==> src/b32d_pkg.sv <==
// Package with the transaction types, alphabet table and symbol lookup for the Base32 decoder.
`timescale 1ns / 1ps

package b32d_pkg;

    localparam int unsigned ALPHABET_SIZE = 32;
    localparam int unsigned SYM_W = 5;
    localparam int unsigned BUF_W = 7;
    localparam int unsigned CNT_W = 3;
    localparam int unsigned QUEUE_DEPTH = 2;
    localparam int unsigned QPTR_W = 1;
    localparam int unsigned QCNT_W = 2;
    localparam int unsigned ADDR_W = 3;
    localparam int unsigned DATA_W = 32;

    localparam logic [7:0] PAD_CHAR_RESET = 8'd83;
    localparam logic [ADDR_W-1:0] ADDR_PAD_CHAR = 3'd0;

    localparam logic [7:0] ALPHABET [ALPHABET_SIZE] = '{
        8'h59, 8'h39, 8'h4E, 8'h44, 8'h36, 8'h55, 8'h30, 8'h52,
        8'h58, 8'h43, 8'h50, 8'h49, 8'h4F, 8'h48, 8'h51, 8'h4C,
        8'h34, 8'h31, 8'h38, 8'h47, 8'h37, 8'h4B, 8'h41, 8'h56,
        8'h4A, 8'h33, 8'h46, 8'h57, 8'h35, 8'h42, 8'h5A, 8'h54
    };

    typedef struct packed {
        logic [7:0] symbol_char;
        logic       last_symbol;
    } b32d_in_t;

    typedef struct packed {
        logic [7:0] data_byte;
        logic       byte_valid;
        logic       end_of_message;
    } b32d_out_t;

    typedef struct packed {
        logic [SYM_W-1:0] value;
        logic             last;
    } b32d_sym_t;

    function automatic logic [SYM_W-1:0] symbol_value(
        input logic [7:0] c,
        input logic [7:0] pad
    );
        logic [SYM_W-1:0] v;
        v = '0;
        for (int i = 0; i < ALPHABET_SIZE; i++)
        begin
            if (ALPHABET[i] == c)
            begin
                v = SYM_W'(i);
            end
        end
        if (c == pad)
        begin
            v = '0;
        end
        return v;
    endfunction

endpackage

==> src/b32d_front.sv <==
// Front stage that accepts characters and registers their 5-bit symbol values.
`timescale 1ns / 1ps

module b32d_front (
    input  logic                clk,
    input  logic                rst_n,
    input  logic [7:0]          pad_char,
    input  logic                symbol_valid,
    output logic                symbol_ready,
    input  b32d_pkg::b32d_in_t  symbol,
    output logic                push_valid,
    input  logic                push_ready,
    output b32d_pkg::b32d_sym_t push_data
);

    logic                valid_reg;
    logic                valid_next;
    b32d_pkg::b32d_sym_t data_reg;
    logic                take;

    assign symbol_ready = !valid_reg || push_ready;
    assign take = symbol_valid && symbol_ready;

    always_comb
    begin
        valid_next = valid_reg;
        if (take)
        begin
            valid_next = 1'b1;
        end
        else if (push_ready)
        begin
            valid_next = 1'b0;
        end
    end

    always_ff @(posedge clk or negedge rst_n)
    begin
        if (!rst_n)
        begin
            valid_reg <= 1'b0;
        end
        else
        begin
            valid_reg <= valid_next;
        end
    end

    always_ff @(posedge clk)
    begin
        if (take)
        begin
            data_reg.value <= b32d_pkg::symbol_value(symbol.symbol_char, pad_char);
            data_reg.last  <= symbol.last_symbol;
        end
    end

    assign push_valid = valid_reg;
    assign push_data  = data_reg;

endmodule

==> src/b32d_queue.sv <==
// Two-entry queue that decouples the front stage from the bit packer.
`timescale 1ns / 1ps

module b32d_queue (
    input  logic                clk,
    input  logic                rst_n,
    input  logic                push_valid,
    output logic                push_ready,
    input  b32d_pkg::b32d_sym_t push_data,
    output logic                pop_valid,
    input  logic                pop_ready,
    output b32d_pkg::b32d_sym_t pop_data
);

    b32d_pkg::b32d_sym_t                     entry_reg [b32d_pkg::QUEUE_DEPTH];
    logic [b32d_pkg::QPTR_W-1:0]             wr_ptr_reg;
    logic [b32d_pkg::QPTR_W-1:0]             wr_ptr_next;
    logic [b32d_pkg::QPTR_W-1:0]             rd_ptr_reg;
    logic [b32d_pkg::QPTR_W-1:0]             rd_ptr_next;
    logic [b32d_pkg::QCNT_W-1:0]             count_reg;
    logic [b32d_pkg::QCNT_W-1:0]             count_next;
    logic                                    push;
    logic                                    pop;

    assign push_ready = (count_reg != b32d_pkg::QCNT_W'(b32d_pkg::QUEUE_DEPTH));
    assign pop_valid  = (count_reg != '0);
    assign push = push_valid && push_ready;
    assign pop  = pop_valid && pop_ready;
    assign pop_data = entry_reg[rd_ptr_reg];

    always_comb
    begin
        wr_ptr_next = push ? wr_ptr_reg + 1'b1 : wr_ptr_reg;
        rd_ptr_next = pop ? rd_ptr_reg + 1'b1 : rd_ptr_reg;
        count_next  = count_reg;
        if (push && !pop)
        begin
            count_next = count_reg + 1'b1;
        end
        else if (pop && !push)
        begin
            count_next = count_reg - 1'b1;
        end
    end

    always_ff @(posedge clk or negedge rst_n)
    begin
        if (!rst_n)
        begin
            wr_ptr_reg <= '0;
            rd_ptr_reg <= '0;
            count_reg  <= '0;
        end
        else
        begin
            wr_ptr_reg <= wr_ptr_next;
            rd_ptr_reg <= rd_ptr_next;
            count_reg  <= count_next;
        end
    end

    always_ff @(posedge clk)
    begin
        if (push)
        begin
            entry_reg[wr_ptr_reg] <= push_data;
        end
    end

endmodule

==> src/b32d_back.sv <==
// Bit packer that assembles symbol values into bytes and holds the output register.
`timescale 1ns / 1ps

module b32d_back (
    input  logic                clk,
    input  logic                rst_n,
    input  logic                pop_valid,
    output logic                pop_ready,
    input  b32d_pkg::b32d_sym_t pop_data,
    output logic                result_valid,
    input  logic                result_ready,
    output b32d_pkg::b32d_out_t result
);

    logic [b32d_pkg::BUF_W-1:0] buf_reg;
    logic [b32d_pkg::BUF_W-1:0] buf_next;
    logic [b32d_pkg::CNT_W-1:0] cnt_reg;
    logic [b32d_pkg::CNT_W-1:0] cnt_next;
    logic                       out_valid_reg;
    logic                       out_valid_next;
    b32d_pkg::b32d_out_t        out_reg;
    b32d_pkg::b32d_out_t        out_next;
    logic                       pop;
    logic [11:0]                acc;
    logic [3:0]                 sum;
    logic [2:0]                 rest;
    logic [11:0]                shifted;
    logic [b32d_pkg::BUF_W-1:0] mask;
    logic                       have_byte;
    logic                       emit;

    assign pop_ready = !out_valid_reg || result_ready;
    assign pop = pop_valid && pop_ready;

    always_comb
    begin
        acc       = {buf_reg, pop_data.value};
        sum       = {1'b0, cnt_reg} + 4'd5;
        have_byte = sum[3];
        rest      = sum[2:0];
        shifted   = acc >> rest;
        mask      = b32d_pkg::BUF_W'((8'd1 << rest) - 8'd1);
        buf_next  = buf_reg;
        cnt_next  = cnt_reg;
        emit      = have_byte || pop_data.last;
        out_next  = out_reg;
        if (pop)
        begin
            if (have_byte)
            begin
                buf_next = acc[b32d_pkg::BUF_W-1:0] & mask;
            end
            else
            begin
                buf_next = acc[b32d_pkg::BUF_W-1:0];
            end
            cnt_next = rest;
            if (pop_data.last)
            begin
                buf_next = '0;
                cnt_next = '0;
            end
            out_next.data_byte      = have_byte ? shifted[7:0] : 8'd0;
            out_next.byte_valid     = have_byte;
            out_next.end_of_message = pop_data.last;
        end
        out_valid_next = out_valid_reg;
        if (pop && emit)
        begin
            out_valid_next = 1'b1;
        end
        else if (result_ready)
        begin
            out_valid_next = 1'b0;
        end
    end

    always_ff @(posedge clk or negedge rst_n)
    begin
        if (!rst_n)
        begin
            buf_reg       <= '0;
            cnt_reg       <= '0;
            out_valid_reg <= 1'b0;
        end
        else
        begin
            buf_reg       <= buf_next;
            cnt_reg       <= cnt_next;
            out_valid_reg <= out_valid_next;
        end
    end

    always_ff @(posedge clk)
    begin
        if (pop && emit)
        begin
            out_reg <= out_next;
        end
    end

    assign result_valid = out_valid_reg;
    assign result       = out_reg;

endmodule

==> src/base32_custom_alphabet_decoder.sv <==
// Top level of the streaming Base32 decoder with a custom alphabet and configurable pad character.
// A character passes the front register and a queue entry before it can load the output register.
// Throughput: one character per cycle while result_ready stays high, set by the bit packer.
// A two-entry queue lets the front stage keep accepting during an output stall until it fills.
// Reset: rst_n is asynchronous and active low; it clears the bit buffer and all valid flags.
// After reset the pad character is 'S'.
`timescale 1ns / 1ps

module base32_custom_alphabet_decoder (
    input  logic                              clk,
    input  logic                              rst_n,
    input  logic                              psel,
    input  logic                              penable,
    input  logic                              pwrite,
    input  logic [b32d_pkg::ADDR_W-1:0]       paddr,
    input  logic [b32d_pkg::DATA_W-1:0]       pwdata,
    output logic [b32d_pkg::DATA_W-1:0]       prdata,
    output logic                              pready,
    input  logic                              symbol_valid,
    output logic                              symbol_ready,
    input  b32d_pkg::b32d_in_t                symbol,
    output logic                              result_valid,
    input  logic                              result_ready,
    output b32d_pkg::b32d_out_t               result
);

    logic [7:0]          pad_char_reg;
    logic [7:0]          pad_char_next;
    logic                pad_sel;
    logic                push_valid;
    logic                push_ready;
    b32d_pkg::b32d_sym_t push_data;
    logic                pop_valid;
    logic                pop_ready;
    b32d_pkg::b32d_sym_t pop_data;

    assign pready  = 1'b1;
    assign pad_sel = (paddr[b32d_pkg::ADDR_W-1:2] == b32d_pkg::ADDR_PAD_CHAR[b32d_pkg::ADDR_W-1:2]);

    always_comb
    begin
        pad_char_next = pad_char_reg;
        if (psel && penable && pwrite && pad_sel)
        begin
            pad_char_next = pwdata[7:0];
        end
    end

    always_ff @(posedge clk or negedge rst_n)
    begin
        if (!rst_n)
        begin
            pad_char_reg <= b32d_pkg::PAD_CHAR_RESET;
        end
        else
        begin
            pad_char_reg <= pad_char_next;
        end
    end

    assign prdata = pad_sel ? {24'd0, pad_char_reg} : '0;

    b32d_front u_front (
        .clk          (clk),
        .rst_n        (rst_n),
        .pad_char     (pad_char_reg),
        .symbol_valid (symbol_valid),
        .symbol_ready (symbol_ready),
        .symbol       (symbol),
        .push_valid   (push_valid),
        .push_ready   (push_ready),
        .push_data    (push_data)
    );

    b32d_queue u_queue (
        .clk        (clk),
        .rst_n      (rst_n),
        .push_valid (push_valid),
        .push_ready (push_ready),
        .push_data  (push_data),
        .pop_valid  (pop_valid),
        .pop_ready  (pop_ready),
        .pop_data   (pop_data)
    );

    b32d_back u_back (
        .clk          (clk),
        .rst_n        (rst_n),
        .pop_valid    (pop_valid),
        .pop_ready    (pop_ready),
        .pop_data     (pop_data),
        .result_valid (result_valid),
        .result_ready (result_ready),
        .result       (result)
    );

endmodule
==> config.mk <==
export PLATFORM = sky130hd
export DESIGN_NAME = base32_custom_alphabet_decoder
export DESIGN_NICKNAME = d
export VERILOG_FILES = /design/src/b32d_pkg.sv /design/src/b32d_front.sv /design/src/b32d_queue.sv /design/src/b32d_back.sv /design/src/base32_custom_alphabet_decoder.sv
export SDC_FILE = /design/constraint.sdc
export NUM_CORES = 1
export LEC_CHECK = 0
export ABC_AREA = 1
export BUFFER_PORTS_ARGS = -buffer_cell sky130_fd_sc_hd__buf_4
export CAP_MARGIN = 20
export CELL_PAD_IN_SITES_DETAIL_PLACEMENT = 1
export CELL_PAD_IN_SITES_GLOBAL_PLACEMENT = 2
export CORE_ASPECT_RATIO = 1.5
export CORE_MARGIN = 3
export CORE_UTILIZATION = 32
export DETAILED_ROUTE_END_ITERATION = 8
export PLACE_DENSITY = 0.88
export SKIP_CTS_REPAIR_TIMING = 1
export SYNTH_ARGS = -nofsm -noshare
export SYNTH_HDL_FRONTEND = slang
export SYNTH_HIERARCHICAL = 1
export SYNTH_SLANG_ARGS = --single-unit
==> constraint.sdc <==
create_clock -name clk -period 4.5 [get_ports clk]
set_input_delay 0.225 -clock clk [delete_from_list [all_inputs] [get_ports clk]]
set_output_delay 0.225 -clock clk [all_outputs]
set_load 0.005 [all_outputs]
==> reports/results.tsv <==
stage	metric	value	unit
run_status	status	finished, final reports clean	
floorplan	fp.dieW	92.51	um
synthesis	synth-compound-area-share	0.1146	
flow_run	drv_cap	0	
floorplan	core	0.01076	mm2
timing	period_share	0.4977	
finish	layout-drive-gt1-share	0.2136	
synthesis	ys_seq_area_frac	0.4026	
synthesis	postSynthAreaPerCell	7.843	um2
grt	grt_busiest_layer	met2	
timing	rsz0062_at_grt	no	
grt	grt_max_degree	25	
synthesis	synth_top_area_frac	0.2341	
clock_tree	cts_tree	built	
place	gp_congestion	0.8503	
floorplan	dieArea	0.01256	mm2
timing	setup_tns	0	ns
grt	grt_use_met3	0.02001	
pwr	power.share.clock	0.168	
synthesis	ys.flop_type	edfxtp_1	
finish	largest_register_ffs	12	
timing	worst_pin_slew	0.9473	ns
floorplan	initial_core_util	0.3338	
timing	hold_violations	0	
setup_path	worst-endpoint-required	4.42	ns
pwr	internal-power	1320	uW
place	portBuffers	44	
grt	first_global_vias	3167	
place	placed_cells	636	
grt	globalRouteMet1Util	0.1484	
timing	report.final.slew_viol_count	0	
synthesis	synthCells	458	
grt	grt_use_total	0.1513	
finish	area_delta_synth_final	13.51	%
timing	max_freq	446.5	MHz
synthesis	synth-async-reset-ratio	0.4615	
synthesis	synthSimpleGateAreaFrac	0.2992	
pwr	p_sw	1022	uW
clock_tree	h-tree-depth	2	
synthesis	synth_cell_types	49	
pwr	p_seq_frac	0.350	
floorplan	fp-row-count	46	
grt	met2_usage	0.3080	
setup_path	critPathArrivalTime	2.16	ns
pwr	p_sw_frac	0.4364	
pwr	powerDensity	574.5	mW/mm2
pwr	ir_worst_vdd	0.1631	mV
clock_tree	cts-root-buf	clkbuf_16	
grt	antenna_found_initial	0	
setup_path	worstPathMaxFanout	10	
timing	slew_headroom	0.3662	
timing	skew	0.005459	ns
setup_path	r2r_setup_slack	2.26	ns
grt	grt_first_pass_wirelength	15080	um
clock_tree	clk_pin_slew	0.07	ns
setup_path	end_kind	flip-flop	
floorplan	pin_count	96	
synthesis	yosys_warnings	6	
place	place_hpwl	7504	um
synthesis	synth_top_family_by_area	simple AND/OR/NAND/NOR gates	
place	placed_area	0.003918	mm2
route	drt_iter0_drc	63	
synthesis	netlist_area	0.003592	mm2
route	wl_per_cell	13.97	um
grt	grt-ovfl-total	0	
pwr	p_leak	0.001931	uW
finish	final_cells	645	
finish	nNetsFinal	558	
synthesis	ys_top_cells_by_count	nand2_1 (123), nor2_1 (53), inv_1 (49), edfxtp_1 (28), o21ai_0 (26)	
route	vias	2975	
synthesis	synth_area_leaders	edfxtp_1 (23%), dfrtp_1 (14%), nand2_1 (13%)	
clock_tree	clk_latency	0.30	ns
route	drc	0	
setup_path	crit_type	flip-flop to flip-flop	
timing	setup_viol	0	
route	via_per_inst	4.612	
synthesis	synth_top_area_cell	edfxtp_1	
synthesis	synth_seq_cells	52	
clock_tree	cts_buffers	5	
clock_tree	clock-sinks	52	
finish	finalInstanceArea	0.004078	mm2
synthesis	synth_xor_area_frac	0.01672	
synthesis	muxShareOfSynthArea	0	
route	finalWirelength	9009	um
pwr	p_comb_frac	0.482	
route	first_pass_iters	4	
setup_path	worst_setup_path_start_kind	flip-flop	
timing	period_needed	2.239	ns
route	postRouteAntennaNets	0	
finish	diodes	0	
worst_hold_path	worstHoldPathType	input pin to flip-flop	
synthesis	synth.most_common_cell	nand2_1	
floorplan	die_h	135.8	um
synthesis	synth_edf_count	28	
synthesis	synth_adder_area_share	0.02438	
clock_tree	cts_buffer_depth	2	
==> layer usage <==
| layer | share of wire | vias to the layer above |
|---|---|---|
| li1 | - | 1499 |
| met1 | 0.36 | 1404 |
| met2 | 0.59 | 53 |
| met3 | 0.027 | 19 |
| met4 | 0.027 | 0 |
| met5 | 0 | - |
==> through the flow <==
step	hold WS (ns)	utilization	power, uW	setup WS (ns)
2_1_floorplan	-0.07059	-	1668	2.707
3_3_place_gp	0.1559	0.3640	1918	2.314
3_5_place_dp	0.1573	0.3640	1976	2.256
4_1_cts	-0.1734	0.3779	2383	2.239
5_1_grt	0.09486	0.3789	2563	2.077
6_report	0.1071	0.3789	2343	2.261
==> layout make-up <==
type                            instances  area [um2]
Clock buffer                            5       125.1
Clock inverter                          3       25.02
Sequential cell                        52        1446
Inverter                               60       225.2
Fill cell                            1379        6685
Timing Repair Buffer                   46       347.8
Tap cell                              144       180.2
Multi-Input combinational cell        335        1728
==> cells by family (layout without fill, tap and decap cells) <==
logic type | count (synthesis) | in the layout
and+or+nand+nor | 235 | 235
buffers and inverters | 94 | 114
AOI/OAI and AO/OA | 62 | 62
DFF | 52 | 52
adders and majority gates | 7 | 7
xor gates and xnor gates | 6 | 6
other | 2 | 25
==> path summary, 6_finish.rpt <==
path,from,end,depth (start not counted)
max,u_queue/count_reg[1]$_DFFE_PN0P_,u_back/result[9]$_SDFFCE_PP0P_,6
min reg2reg,u_front/push_data[0]$_DFFE_PP_,u_queue/entry_reg[1][0]$_DFFE_PP_,0
max reg2reg,u_queue/count_reg[1]$_DFFE_PN0P_,u_back/result[9]$_SDFFCE_PP0P_,6
max in group asynchronous,rst_n,pad_char_reg[4]$_DFFE_PN1P_,2
min in group asynchronous,rst_n,pad_char_reg[3]$_DFFE_PN0P_,2
min,symbol[0],u_front/push_data[0]$_DFFE_PP_,1
==> critical path, cell delays in order (launching register included) <==
cell and delay, ns:
dfrtp_1 0.43, inv_2 0.06, nand2_2 0.09, inv_1 0.07, a21oi_2 0.24, inv_1 0.21, nor2_1 0.76
==> power groups by stage <==
stage | clock network, uW | registers [uW] | logic (uW)
after floorplan | 0 | 809 | 859
after global placement | 0 | 823 | 1090
after detailed placement | 0 | 836 | 1140
after CTS | 411 | 826 | 1150
after global routing | 427 | 844 | 1290
final | 393 | 821 | 1130
==> cell usage in the layout (no fill, tap or decap), types with 4 or more instances in the layout <==
| master | netlist | routed |
|---|---|---|
| clkbuf_16 | 0 | 5 |
| nand2_4 | 5 | 5 |
| dfrtp_1 | 20 | 20 |
| o21ai_0 | 26 | 26 |
| nand4_1 | 9 | 9 |
| ha_1 | 7 | 7 |
| dfstp_2 | 4 | 4 |
| conb_1 | 2 | 25 |
| inv_2 | 11 | 11 |
| edfxtp_1 | 28 | 28 |
| nand2_1 | 123 | 123 |
| o21ai_2 | 5 | 5 |
| a21oi_1 | 8 | 8 |
| nand2_2 | 11 | 11 |
| inv_1 | 49 | 49 |
| nand3_1 | 18 | 18 |
| nor2_1 | 53 | 53 |
| buf_4 | 25 | 45 |
No activity file was read; power rests on OpenSTA's default activity.
